`config.mk`:
```
export PLATFORM = sky130hd
export DESIGN_NAME = grid_wave_route_step_core
export DESIGN_NICKNAME = d
export VERILOG_FILES = /design/src/hdl/gwr_pkg.sv /design/src/hdl/gwr_ctrl.sv /design/src/hdl/gwr_dp.sv /design/src/hdl/grid_wave_route_step_core.sv
export SDC_FILE = /design/constraint.sdc
export NUM_CORES = 1
export LEC_CHECK = 0
export BUFFER_PORTS_ARGS = -buffer_cell sky130_fd_sc_hd__buf_4
export CAP_MARGIN = 20
export CORE_ASPECT_RATIO = 1.2
export CORE_MARGIN = 10
export CORE_UTILIZATION = 34
export DETAILED_ROUTE_END_ITERATION = 7
export GPL_ROUTABILITY_DRIVEN = 0
export PLACE_DENSITY = 0.52
export SLEW_MARGIN = 10
export SYNTH_ARGS = -nofsm -noshare
export SYNTH_HDL_FRONTEND = slang
export SYNTH_SLANG_ARGS = --single-unit
```
`constraint.sdc`:
```
create_clock -name clk -period 12.9 [get_ports clk]
set_input_delay 0.645 -clock clk [delete_from_list [all_inputs] [get_ports clk]]
set_output_delay 0.645 -clock clk [all_outputs]
set_load 0.1 [all_outputs]
```
`src/hdl/gwr_pkg.sv`:
```
package gwr_pkg;

	// Cell coordinates travel as 3-bit fields, so the grid array is fixed at 8 by 8.
	localparam int GRID_DEF = 8;
	localparam logic [3:0] SIZE_RESET = 4'd7;

	typedef enum logic {
		ACT_WRITE = 1'b0,
		ACT_ROUTE = 1'b1
	} action_t;

	// Controller commands to the datapath.
	typedef struct packed {
		logic load;      // capture the request fields
		logic cell_wr;   // apply a cell write
		logic seed;      // start wave: seed the front with the goal
		logic step;      // test the front against the mover, else grow it
		logic commit;    // update occupancy, load the result
	} cmd_t;

	// Datapath status back to the controller.
	typedef struct packed {
		logic is_route;
		logic start_ok;
		logic hit;
		logic front_empty;
	} stat_t;

endpackage

```
`src/hdl/gwr_ctrl.sv`:
```
module gwr_ctrl
	import gwr_pkg::*;
(
	input  logic  clk,
	input  logic  arst_n,
	input  logic  in_fire,
	input  logic  out_busy,
	input  stat_t st,
	output logic  in_rdy,
	output cmd_t  cmd
);

	typedef enum logic [1:0] {
		S_IDLE,
		S_DISPATCH,
		S_WAVE,
		S_COMMIT
	} state_t;

	state_t state_q;

	assign in_rdy = (state_q == S_IDLE);

	always_comb begin
		cmd = '0;
		cmd.load = in_fire;
		case (state_q)
			S_DISPATCH: begin
				cmd.cell_wr = !st.is_route;
				cmd.seed    = st.is_route && st.start_ok;
			end
			S_WAVE:   cmd.step = 1'b1;
			S_COMMIT: cmd.commit = !out_busy;
			default: begin
			end
		endcase
	end

	always_ff @(posedge clk or negedge arst_n) begin
		if (!arst_n) begin
			state_q <= S_IDLE;
		end else begin
			case (state_q)
				S_IDLE: if (in_fire) state_q <= S_DISPATCH;
				S_DISPATCH: begin
					if (!st.is_route) state_q <= S_IDLE;
					else if (st.start_ok) state_q <= S_WAVE;
					else state_q <= S_COMMIT;
				end
				S_WAVE: if (st.hit || st.front_empty) state_q <= S_COMMIT;
				S_COMMIT: if (!out_busy) state_q <= S_IDLE;
				default: state_q <= S_IDLE;
			endcase
		end
	end

	assert property (@(posedge clk) disable iff (!arst_n)
		(state_q == S_COMMIT && !out_busy) |=> state_q == S_IDLE)
		else $error("commit did not return to idle");
	assert property (@(posedge clk) disable iff (!arst_n)
		in_fire |-> state_q == S_IDLE)
		else $error("request taken while busy");
	assert property (@(posedge clk) disable iff (!arst_n)
		$onehot0({cmd.cell_wr, cmd.seed, cmd.step, cmd.commit}))
		else $error("conflicting commands");

endmodule

```
`src/hdl/gwr_dp.sv`:
```
module gwr_dp
	import gwr_pkg::*;
(
	input  logic       clk,
	input  logic       arst_n,
	input  logic [3:0] size_q,
	input  cmd_t       cmd,
	input  logic       in_action,
	input  logic [2:0] in_cell_row,
	input  logic [2:0] in_cell_col,
	input  logic       in_cell_blocked,
	input  logic [2:0] in_goal_row,
	input  logic [2:0] in_goal_col,
	input  logic [2:0] in_mover_row,
	input  logic [2:0] in_mover_col,
	output stat_t      st,
	output logic       res_load,
	output logic [2:0] res_row,
	output logic [2:0] res_col,
	output logic       res_moved
);

	localparam int CELLS = GRID_DEF * GRID_DEF;
	localparam int IW = $clog2(CELLS);

	function automatic logic [CELLS-1:0] col_mask(int col);
		logic [CELLS-1:0] m;
		int i;
		m = '0;
		for (i = 0; i < CELLS; i++)
			if (i % GRID_DEF == col) m[i] = 1'b1;
		return m;
	endfunction

	function automatic logic [IW-1:0] cidx(logic [2:0] r, logic [2:0] c);
		return IW'(r) * IW'(GRID_DEF) + IW'(c);
	endfunction

	// Stop sideways shifts of the front from wrapping into the next row.
	localparam logic [CELLS-1:0] COL_FIRST = col_mask(0);
	localparam logic [CELLS-1:0] COL_LAST  = col_mask(GRID_DEF - 1);

	logic [CELLS-1:0] occ_q, occ_d;
	logic [CELLS-1:0] reach_q;    // cells the wave has reached
	logic [CELLS-1:0] front_q;    // cells of the current distance level
	logic             act_q, blk_q;
	logic [2:0]       cr_q, cc_q, gr_q, gc_q, mr_q, mc_q;
	logic [2:0]       br_q, bc_q;
	logic             moved_q;
	logic [4:0]       n;
	logic [CELLS-1:0] act_mask, spread, grow, goal_bit;

	always_comb begin
		if (size_q < 4'd2) n = 5'd2;
		else if ({1'b0, size_q} > 5'(GRID_DEF)) n = 5'(GRID_DEF);
		else n = {1'b0, size_q};
	end

	always_comb begin
		for (int i = 0; i < CELLS; i++)
			act_mask[i] = (5'(i / GRID_DEF) < n) && (5'(i % GRID_DEF) < n);
	end

	logic goal_in, mover_in;
	assign goal_in  = ({2'b0, gr_q} < n) && ({2'b0, gc_q} < n);
	assign mover_in = ({2'b0, mr_q} < n) && ({2'b0, mc_q} < n);

	logic [IW-1:0] gi, mi, ci;
	assign gi = cidx(gr_q, gc_q);
	assign mi = cidx(mr_q, mc_q);
	assign ci = cidx(cr_q, cc_q);
	assign goal_bit = CELLS'(1) << gi;

	// Next distance level: free, active, unreached neighbours of the front.
	assign spread = (front_q << GRID_DEF) | (front_q >> GRID_DEF)
		| ((front_q << 1) & ~COL_FIRST) | ((front_q >> 1) & ~COL_LAST);
	assign grow = spread & ~reach_q & ~occ_q & act_mask;

	// Mover neighbours on the current level, in the order up, right, down, left.
	logic [2:0] up_r, dn_r, rt_c, lf_c, pick_r, pick_c;
	logic [3:0] nb_hit;
	assign up_r = mr_q - 3'd1;
	assign dn_r = mr_q + 3'd1;
	assign rt_c = mc_q + 3'd1;
	assign lf_c = mc_q - 3'd1;
	assign nb_hit[0] = (mr_q != 3'd0) && front_q[cidx(up_r, mc_q)];
	assign nb_hit[1] = (mc_q != 3'(GRID_DEF - 1)) && front_q[cidx(mr_q, rt_c)];
	assign nb_hit[2] = (mr_q != 3'(GRID_DEF - 1)) && front_q[cidx(dn_r, mc_q)];
	assign nb_hit[3] = (mc_q != 3'd0) && front_q[cidx(mr_q, lf_c)];

	always_comb begin
		pick_r = mr_q;
		pick_c = mc_q;
		if (nb_hit[0]) pick_r = up_r;
		else if (nb_hit[1]) pick_c = rt_c;
		else if (nb_hit[2]) pick_r = dn_r;
		else if (nb_hit[3]) pick_c = lf_c;
	end

	always_comb begin
		occ_d = occ_q;
		if (cmd.cell_wr) occ_d[ci] = blk_q;
		if (cmd.commit && mover_in) begin
			occ_d[mi] = 1'b0;
			occ_d[cidx(br_q, bc_q)] = 1'b1;
		end
	end

	assign st.is_route    = act_q;
	assign st.start_ok    = goal_in && mover_in;
	assign st.hit         = |nb_hit;
	assign st.front_empty = (front_q == '0);

	always_ff @(posedge clk or negedge arst_n) begin
		if (!arst_n) begin
			occ_q <= '0;
			reach_q <= '0;
			front_q <= '0;
			act_q <= 1'b0;
			blk_q <= 1'b0;
			cr_q <= '0; cc_q <= '0; gr_q <= '0; gc_q <= '0; mr_q <= '0; mc_q <= '0;
			br_q <= '0; bc_q <= '0;
			moved_q <= 1'b0;
			res_load <= 1'b0;
			res_row <= '0;
			res_col <= '0;
			res_moved <= 1'b0;
		end else begin
			occ_q <= occ_d;
			res_load <= cmd.commit;
			if (cmd.load) begin
				act_q <= in_action;
				cr_q <= in_cell_row; cc_q <= in_cell_col; blk_q <= in_cell_blocked;
				gr_q <= in_goal_row; gc_q <= in_goal_col;
				mr_q <= in_mover_row; mc_q <= in_mover_col;
				moved_q <= 1'b0;
				br_q <= in_mover_row; bc_q <= in_mover_col;
			end else if (cmd.step && (|nb_hit)) begin
				moved_q <= 1'b1;
				br_q <= pick_r;
				bc_q <= pick_c;
			end
			if (cmd.seed) begin
				reach_q <= goal_bit;
				front_q <= goal_bit;
			end else if (cmd.step && !(|nb_hit)) begin
				reach_q <= reach_q | grow;
				front_q <= grow;
			end
			if (cmd.commit) begin
				res_row <= br_q;
				res_col <= bc_q;
				res_moved <= moved_q;
			end
		end
	end

	assert property (@(posedge clk) disable iff (!arst_n)
		(front_q & ~reach_q) == '0)
		else $error("front outside reached set");
	assert property (@(posedge clk) disable iff (!arst_n)
		res_load |=> !res_load)
		else $error("result loaded twice");
	assert property (@(posedge clk) disable iff (!arst_n)
		res_load |-> (res_moved || (res_row == mr_q && res_col == mc_q)))
		else $error("unmoved result differs from mover");

endmodule

```
`src/hdl/grid_wave_route_step_core.sv`:
```
// A cell-write request passes through accept and dispatch, then the block is idle.
// A route request runs dispatch, one wave cycle per distance level until a
// neighbour of the mover is reached or the wave dies out (the wave is skipped
// when goal or mover lie outside), then commit; the result is registered in the
// datapath, then in the output register behind m_tvalid. One request at a time;
// the next is taken the cycle after commit, and a stalled result holds commit.
// Reset (arst_n low, asynchronous): occupancy all free, grid_size 7, idle.
module grid_wave_route_step_core
	import gwr_pkg::*;
(
	input  logic        clk,
	input  logic        arst_n,
	input  logic        s_tvalid,
	output logic        s_tready,
	input  logic        s_tuser,    // action[0]
	// cell_row[2:0], cell_col[5:3], cell_blocked[6], goal_row[9:7],
	// goal_col[12:10], mover_row[15:13], mover_col[18:16], zero fill to 24
	input  logic [23:0] s_tdata,
	output logic        m_tvalid,
	input  logic        m_tready,
	// next_row[2:0], next_col[5:3], moved[6], zero fill [7]
	output logic [7:0]  m_tdata,
	input  logic        cfg_valid,
	output logic        cfg_ready,
	input  logic [3:0]  cfg_data
);

	logic [3:0] size_q;
	logic       in_rdy, in_fire;
	cmd_t       cmd;
	stat_t      st;
	logic       res_load, res_moved;
	logic [2:0] res_row, res_col;
	logic       out_v_q;
	logic [7:0] out_q;

	// Always take grid_size writes; the size is only sampled during a request.
	assign cfg_ready = 1'b1;
	always_ff @(posedge clk or negedge arst_n) begin
		if (!arst_n) size_q <= SIZE_RESET;
		else if (cfg_valid) size_q <= cfg_data;
	end

	assign s_tready = in_rdy;
	assign in_fire  = s_tvalid && s_tready;

	gwr_ctrl u_ctrl (
		.clk      (clk),
		.arst_n   (arst_n),
		.in_fire  (in_fire),
		.out_busy (out_v_q && !m_tready),
		.st       (st),
		.in_rdy   (in_rdy),
		.cmd      (cmd)
	);

	gwr_dp u_dp (
		.clk             (clk),
		.arst_n          (arst_n),
		.size_q          (size_q),
		.cmd             (cmd),
		.in_action       (s_tuser),
		.in_cell_row     (s_tdata[2:0]),
		.in_cell_col     (s_tdata[5:3]),
		.in_cell_blocked (s_tdata[6]),
		.in_goal_row     (s_tdata[9:7]),
		.in_goal_col     (s_tdata[12:10]),
		.in_mover_row    (s_tdata[15:13]),
		.in_mover_col    (s_tdata[18:16]),
		.st              (st),
		.res_load        (res_load),
		.res_row         (res_row),
		.res_col         (res_col),
		.res_moved       (res_moved)
	);

	// Hold the result until the sink takes it.
	always_ff @(posedge clk or negedge arst_n) begin
		if (!arst_n) begin
			out_v_q <= 1'b0;
		end else if (res_load) begin
			out_v_q <= 1'b1;
			out_q   <= {1'b0, res_moved, res_col, res_row};
		end else if (m_tready) begin
			out_v_q <= 1'b0;
		end
	end

	assign m_tvalid = out_v_q;
	assign m_tdata  = out_q;

	assert property (@(posedge clk) disable iff (!arst_n)
		res_load |-> !(out_v_q && !m_tready))
		else $error("result overwritten");
	assert property (@(posedge clk) disable iff (!arst_n)
		(m_tvalid && !m_tready) |=> m_tvalid && $stable(m_tdata))
		else $error("stalled result changed");
	assert property (@(posedge clk) disable iff (!arst_n)
		in_fire |=> !s_tready)
		else $error("second request accepted early");

endmodule
```
Word level (Yosys, flattened, before mapping):

Cells that the tools add are included.

* bits in registers: 241
* bits of input ports: 34
* output and inout port bits: 11
* logic and storage cells: 185

* $add $sub $neg: 12
* magnitude comparators: 24
* equal/unequal tests: 8
* shifts and indexed selects: 1
* muxes and demuxes: 47
* bitwise logic cells: 12
* reductions and logical operators: 59

Operators with widths (count)
* 64-bit two-way mux: 6
* 64-bit AND: 4
* 64-bit inverter: 3
* 64-bit OR: 3
* 64-bit bitwise mux: 1
* 64-bit logical NOT: 1
* 64-bit by 56-bit OR with 64-bit output: 1
* 64-bit by 63-bit OR with 64-bit output: 1
* 1-bit by 6-bit << shifter with 64-bit output, first input constant: 1
* 6-bit by 7-bit < comparator with 1-bit output, second input constant: 7
* 6-bit by 3-bit adder with 6-bit output: 8
* 1-bit logical AND: 44
* 3-bit two-way mux: 11
* 1-bit binary-select mux with 6-bit select: 4
* 1-bit demux with 6-bit select: 3
* 6-bit by 1-bit greater-or-equal comparator with 1-bit output, second input constant: 3
* 3-bit by 4-bit < comparator with 1-bit output: 4
* 3-bit by 4-bit < comparator with 1-bit output, first input constant: 4
* 1-bit two-way mux: 14
* 2-bit two-way mux: 5
* 1-bit by 4-bit < comparator with 1-bit output, first input constant: 2
* 2-bit by 4-bit < comparator with 1-bit output, first input constant: 2
* 4-bit two-way mux: 2
* 2-bit one-hot mux with 4 select lines: 1
* other kinds (17): 28

Depth between registers and ports, before layout:

* word-level depth: 12
* gate-level depth with buffers: 19
* gate-level depth less buffers: 11

Cells and area by module:

Synthesis repeated with hierarchy kept, for this count alone.

* cell total of the unflattened synthesis: 1482
* area, all modules: 13935.9 um^2

Modules (own cells, without submodules)
* gwr_dp: instances 1, cells each 1443, area an instance 13361.6 um^2, sequential area each 5680.4 um^2
* grid_wave_route_step_core: instances 1, cells each 24, area an instance 431.7 um^2, sequential area each 339.1 um^2
* gwr_ctrl: instances 1, cells each 15, area an instance 142.6 um^2, sequential area each 50.0 um^2

Worst setup path after synthesis:

OpenSTA, ideal clock, no wires.

* path type: register to register
* from: register u_dp.mc_q[0]
* to: register u_dp.front_q[10]
* setup time: 125 ps
* arrival: 4064 ps
* required time: 12775 ps
* slack: 8712 ps
* stages on the path, launching flop included: 15
* path buffers: 5
* clock period less this slack: 4188 ps
* path through: dfrtp_1 -> buf_2 -> buf_2 -> inv_1 -> buf_2 -> ha_1 -> xnor2_1 -> buf_2 -> mux4_2 -> a32o_1 -> or4_1 -> o2bb2ai_4 -> o21ai_4 -> buf_4 -> mux2_2

* longest elaborated chain between the ends: 9
* elaborated cells on any way between the ends: 30
* classes of those cells: add/sub (6); order compare (1); eq/ne (1); mux (10); reduce/logical (12)

RTL lines
* start: declaration: RTL line gwr_dp.sv:47 `logic [2:0] cr_q, cc_q, gr_q, gc_q, mr_q, mc_q;`
* start signal: assignment: RTL line gwr_dp.sv:135 `mr_q <= in_mover_row; mc_q <= in_mover_col;`
* 3-bit by 1-bit adder with 3-bit output / 3-bit by 1-bit subtractor with 3-bit output (equally long branches): RTL line gwr_dp.sv:84, gwr_dp.sv:85
* 6-bit by 3-bit adder with 6-bit output: RTL line gwr_dp.sv:36 `return IW'(r) * IW'(GRID_DEF) + IW'(c);`
* 1-bit binary-select mux with 6-bit select, on equally long branches: RTL line gwr_dp.sv:87, gwr_dp.sv:89
* 1-bit two-way mux, on equally long branches: RTL line gwr_dp.sv:87, gwr_dp.sv:89
* 1-bit logical AND, on equally long branches: RTL line gwr_dp.sv:87, gwr_dp.sv:89
* 4-bit OR reduction: RTL line gwr_dp.sv:146 `end else if (cmd.step && !(|nb_hit)) begin`
* 1-bit logical NOT: RTL line gwr_dp.sv:146
* 1-bit logical AND: RTL line gwr_dp.sv:146
* 2-bit nonzero test (no line)
* end signal: assignment: RTL line gwr_dp.sv:145 `front_q <= goal_bit;`
* end signal: assignment: RTL line gwr_dp.sv:148 `front_q <= grow;`
* end: declaration: RTL line gwr_dp.sv:45 `logic [CELLS-1:0] front_q;`

Parallel ways exist; a longest one is shown, timed or not. The select of a mux whose other input is x is not followed.
A chain may end at the register's enable or synchronous reset.

Worst setup path in the final report:

* from: register u_dp.mc_q[0]
* to: register u_dp.front_q[4]

The elaborated chain is that of the path after synthesis.

==> impl_metrics.env <==
export IMPL_status="completed"
export IMPL_drv_slew=0
export IMPL_period_minus_slack_ps=6590
export IMPL_syn_area_per_cell_um2=9.93
export IMPL_seq_area_frac_synth=0.433
export IMPL_cts_sinks=241
export IMPL_drv_cap=0
export IMPL_hold_slack_ps=253
export IMPL_cts_resized=0
export IMPL_antenna_found_initial=0
export IMPL_finalPower_w=0.00412
export IMPL_p_int_w=0.00219
export IMPL_drc_errors=0
export IMPL_rsz0062_at_grt="false"
export IMPL_synth_edf_count=7
export IMPL_arrival_ps=7040
export IMPL_clk_pin_slew_ps=60
export IMPL_swShare=0.469
export IMPL_crit_required_ps=13350
export IMPL_dieArea_mm2=0.0498
export IMPL_leakage_nw=6.47
export IMPL_grt_max_degree=86
export IMPL_drtIter0Drc=1525
export IMPL_postSynthCellCount=1413
export IMPL_synthFlopType="dfrtp_1"
export IMPL_power_sequential_fraction=0.347
export IMPL_r2r_start="u_dp.mc_q[0]"
export IMPL_core_mm2=0.0407
export IMPL_synth_cell_type_count=70
export IMPL_nFillCells=4057
export IMPL_seqCellArea_mm2=0.00607
export IMPL_io_pins=45
export IMPL_synthArstFlopShare=0.971
export IMPL_fmax_ghz=0.152
export IMPL_dp_final_hpwl_mm=39.4
export IMPL_worst_slew_pin_slew_ps=1220
export IMPL_avgViaCountPerCell=6.31
export IMPL_crit_chain="buf_4 > inv_1 > ha_1 > mux4_2 > mux2_2 > nand3_1 > o211ai_1 > or4_1 > o2bb2ai_4 > o21ai_4 > buf_4 > buf_4 > mux2_2"
export IMPL_numCtsBuffers=28
export IMPL_p_clk_frac=0.210
export IMPL_synth_nets=1463
export IMPL_worst_path_most_repeated_cell="buf_4"
export IMPL_drive_above_1_share=0.162
export IMPL_grt_pass1_wl_mm=82.7
export IMPL_drt_total_wl_mm=56.3
export IMPL_worstHoldStart="s_tdata[12]"
export IMPL_wl_per_cell_um=28.7
export IMPL_finalSetupViolations=0
export IMPL_h_tree_depth=1
export IMPL_diodes=0
export IMPL_critPathMaxStageDelay_ps=1100
export IMPL_critical_path_startpoint="u_dp.mc_q[0]"
export IMPL_clockRootBuffer="clkbuf_16"
export IMPL_rows=81
export IMPL_cp_start_kind="flop"
export IMPL_io_buffers=37
export IMPL_synthToLayoutAreaGrowth_pct=12.0
export IMPL_crit_path_max_fanout=85
export IMPL_vias=12400
export IMPL_design_area_mm2=0.0157
export IMPL_dpl_cell_area_mm2=0.0147
export IMPL_clock_skew_ps=30.2
export IMPL_clk_latency_ps=590
export IMPL_ys_warn_count=0
export IMPL_overflow=0
export IMPL_slew_headroom=0.185
export IMPL_synth_top_cell_by_area="dfrtp_1"
export IMPL_fin_crit_sh=0.511
export IMPL_start_util=0.344
export IMPL_nets=1454
export IMPL_final_setup_tns_ps=0
export IMPL_p_per_area_mw_per_mm2=263
export IMPL_slowest_stage="ha_1"
export IMPL_yosys_top_cells_area="dfrtp_1 (41%), mux2_2 (6.3%), mux2i_1 (5.4%), mux4_2 (4.8%), o22ai_1 (4.6%)"
export IMPL_die_width_um=205
export IMPL_combPwrFrac=0.443
export IMPL_finalHoldViolCount=0
export IMPL_die_y_um=243
export IMPL_synth_top_area_share=0.412
export IMPL_drt_pass1_iter_count=6
export IMPL_multi_input_area_mm2=0.00746
export IMPL_clock_path_buffers=3
export IMPL_grt_pass1_vias=12000
export IMPL_netlist_area_mm2=0.0140
export IMPL_ys_seq_elements=241
export IMPL_grt_usage=0.220
export IMPL_critPathCaptureType="flop"
export IMPL_hold_path_class="input pin to flop"
export IMPL_ant_nets=0
export IMPL_crit_family="buffers and inverters"
export IMPL_criticalPathCategory="flop to flop"
export IMPL_ir_drop_v=0.000162
export IMPL_tritoncts="yes"
export IMPL_p_sw_w=0.00193
export IMPL_critPathBufInv=4
## worst reg2reg max path: cells and delay by family, from the launching register on
family	cells	cell delay (ps)
mux	3	1400
compound gates	3	440
simple gates	2	690
buf+inv	4	2500
flops	1	340
fa+ha+maj	1	1110
## stage by stage
| step | utilization | worst slack (ps) | std cells |
|---|---|---|---|
| floorplan | - | 8710 | 1413 |
| global placement | 0.361 | 6440 | 1909 |
| detailed placement | 0.361 | 6440 | 1909 |
| CTS | 0.385 | 6420 | 1960 |
| global route | 0.386 | 5970 | 1963 |
| finish | 0.386 | 6310 | 1963 |
## final timing paths
kind | to | slack, ps | depth (start not counted)
setup / recovery | u_dp.front_q[4] | 6310 | 13
hold / removal | u_dp.gc_q[2] | 250 | 3
setup reg to reg | u_dp.front_q[4] | 6310 | 13
hold reg to reg | m_tdata[2] | 440 | 0
max in group asynchronous | u_dp.mc_q[0] | 10450 | 4
min in group asynchronous | u_dp.occ_q[21] | 580 | 2
## cells in the mapped netlist, types with 4 or more instances
cell type,instances
nor3_1,35
o22ai_1,103
and2_1,6
clkbuf_1,63
inv_1,15
a31oi_1,7
a221oi_1,9
nor4_1,24
nor2_1,143
a211o_1,10
a22oi_1,7
nand3_1,29
nand3b_1,11
dfrtp_1,231
edfxtp_1,7
buf_4,12
nor2b_1,14
o31ai_1,4
nand2b_1,9
o211ai_1,7
a22o_1,56
buf_1,9
o2bb2ai_1,4
a21oi_1,22
or3_1,16
mux4_2,30
nand4_1,15
o31a_1,5
o41ai_1,14
a21o_1,5
and3_1,13
mux2_2,79
ha_1,16
buf_2,14
mux2i_1,76
o21ai_0,51
or4_1,22
nor3b_1,7
or2_2,7
a32oi_1,4
and3b_1,5
nand2_1,149
## placed cells by master (no fill, tap or decap), types with 11 or more instances in the layout
master	count
o21ai_0	49
nand3_1	29
clkbuf_16	28
a21oi_1	22
o41ai_1	14
a22o_1	56
inv_1	15
mux2i_1	76
nor4_1	24
ha_1	16
nor2_1	143
o22ai_1	103
nand2_1	148
mux2_2	79
or3_1	16
nor2b_1	14
and3_1	13
dfrtp_1	229
mux4_2	30
nand3b_1	11
or4_1	22
buf_4	55
nand4_1	15
nor3_1	35
## cells by family (layout without fill, tap and decap cells)
| kind of cell | count (synthesis) | after routing | share of synthesized area |
|---|---|---|---|
| mux | 185 | 185 | 0.166 |
| fa+ha+maj | 16 | 16 | 0.0143 |
| buf+inv | 115 | 126 | 0.0358 |
| xor+xnor | 2 | 2 | 0.00125 |
| compound gates | 337 | 337 | 0.172 |
| simple gates | 515 | 515 | 0.178 |
| flops | 241 | 241 | 0.433 |
| other cells | 2 | 2 | 0.000535 |
## what timing repair did
item | CTS | global route
setup buffers | 0 | 0
hold buffers | 1 | 0
hold endpoints to repair | 47 | 0
## per-layer routing
| metal | up-vias | wire, um | GRT usage |
|---|---|---|---|
| met5 | - | 0 | 0 |
| met4 | 0 | 4670 | 0.158 |
| met3 | 150 | 4310 | 0.0342 |
| met2 | 659 | 25300 | 0.338 |
| met1 | 6245 | 22000 | 0.276 |
| li1 | 5332 | - | - |
## sequential cells by signal, summed over array words and instances, names as in the netlist, 3 cells and up, named ones only
register      cells
u_dp.front_q     64
u_dp.occ_q       64
u_dp.reach_q     64
m_tdata           7
size_q            4
u_dp.bc_q         3
u_dp.br_q         3
u_dp.cc_q         3
u_dp.cr_q         3
u_dp.gc_q         3
u_dp.gr_q         3
u_dp.mc_q         3
u_dp.mr_q         3
u_dp.res_col      3
u_dp.res_row      3
## final cells by class
type / count / area share
Clock buffer: 33 / 0.0464
Timing Repair Buffer: 60 / 0.0295
Tap cell: 539 / 0.0429
Clock inverter: 17 / 0.0158
Inverter: 16 / 0.00382
Multi-Input combinational cell: 1057 / 0.475
Sequential cell: 241 / 0.386
## power groups by stage
stage                     Sequential [W]  Combinational (W)  Clock [W]
after floorplan                  0.00118            0.00139          0
after global placement           0.00142            0.00177          0
after detailed placement         0.00142            0.00179          0
after CTS                        0.00141            0.00179   0.000880
after global routing             0.00143            0.00197   0.000913
final                            0.00143            0.00183   0.000868
Power figures use the tool's default switching activity.
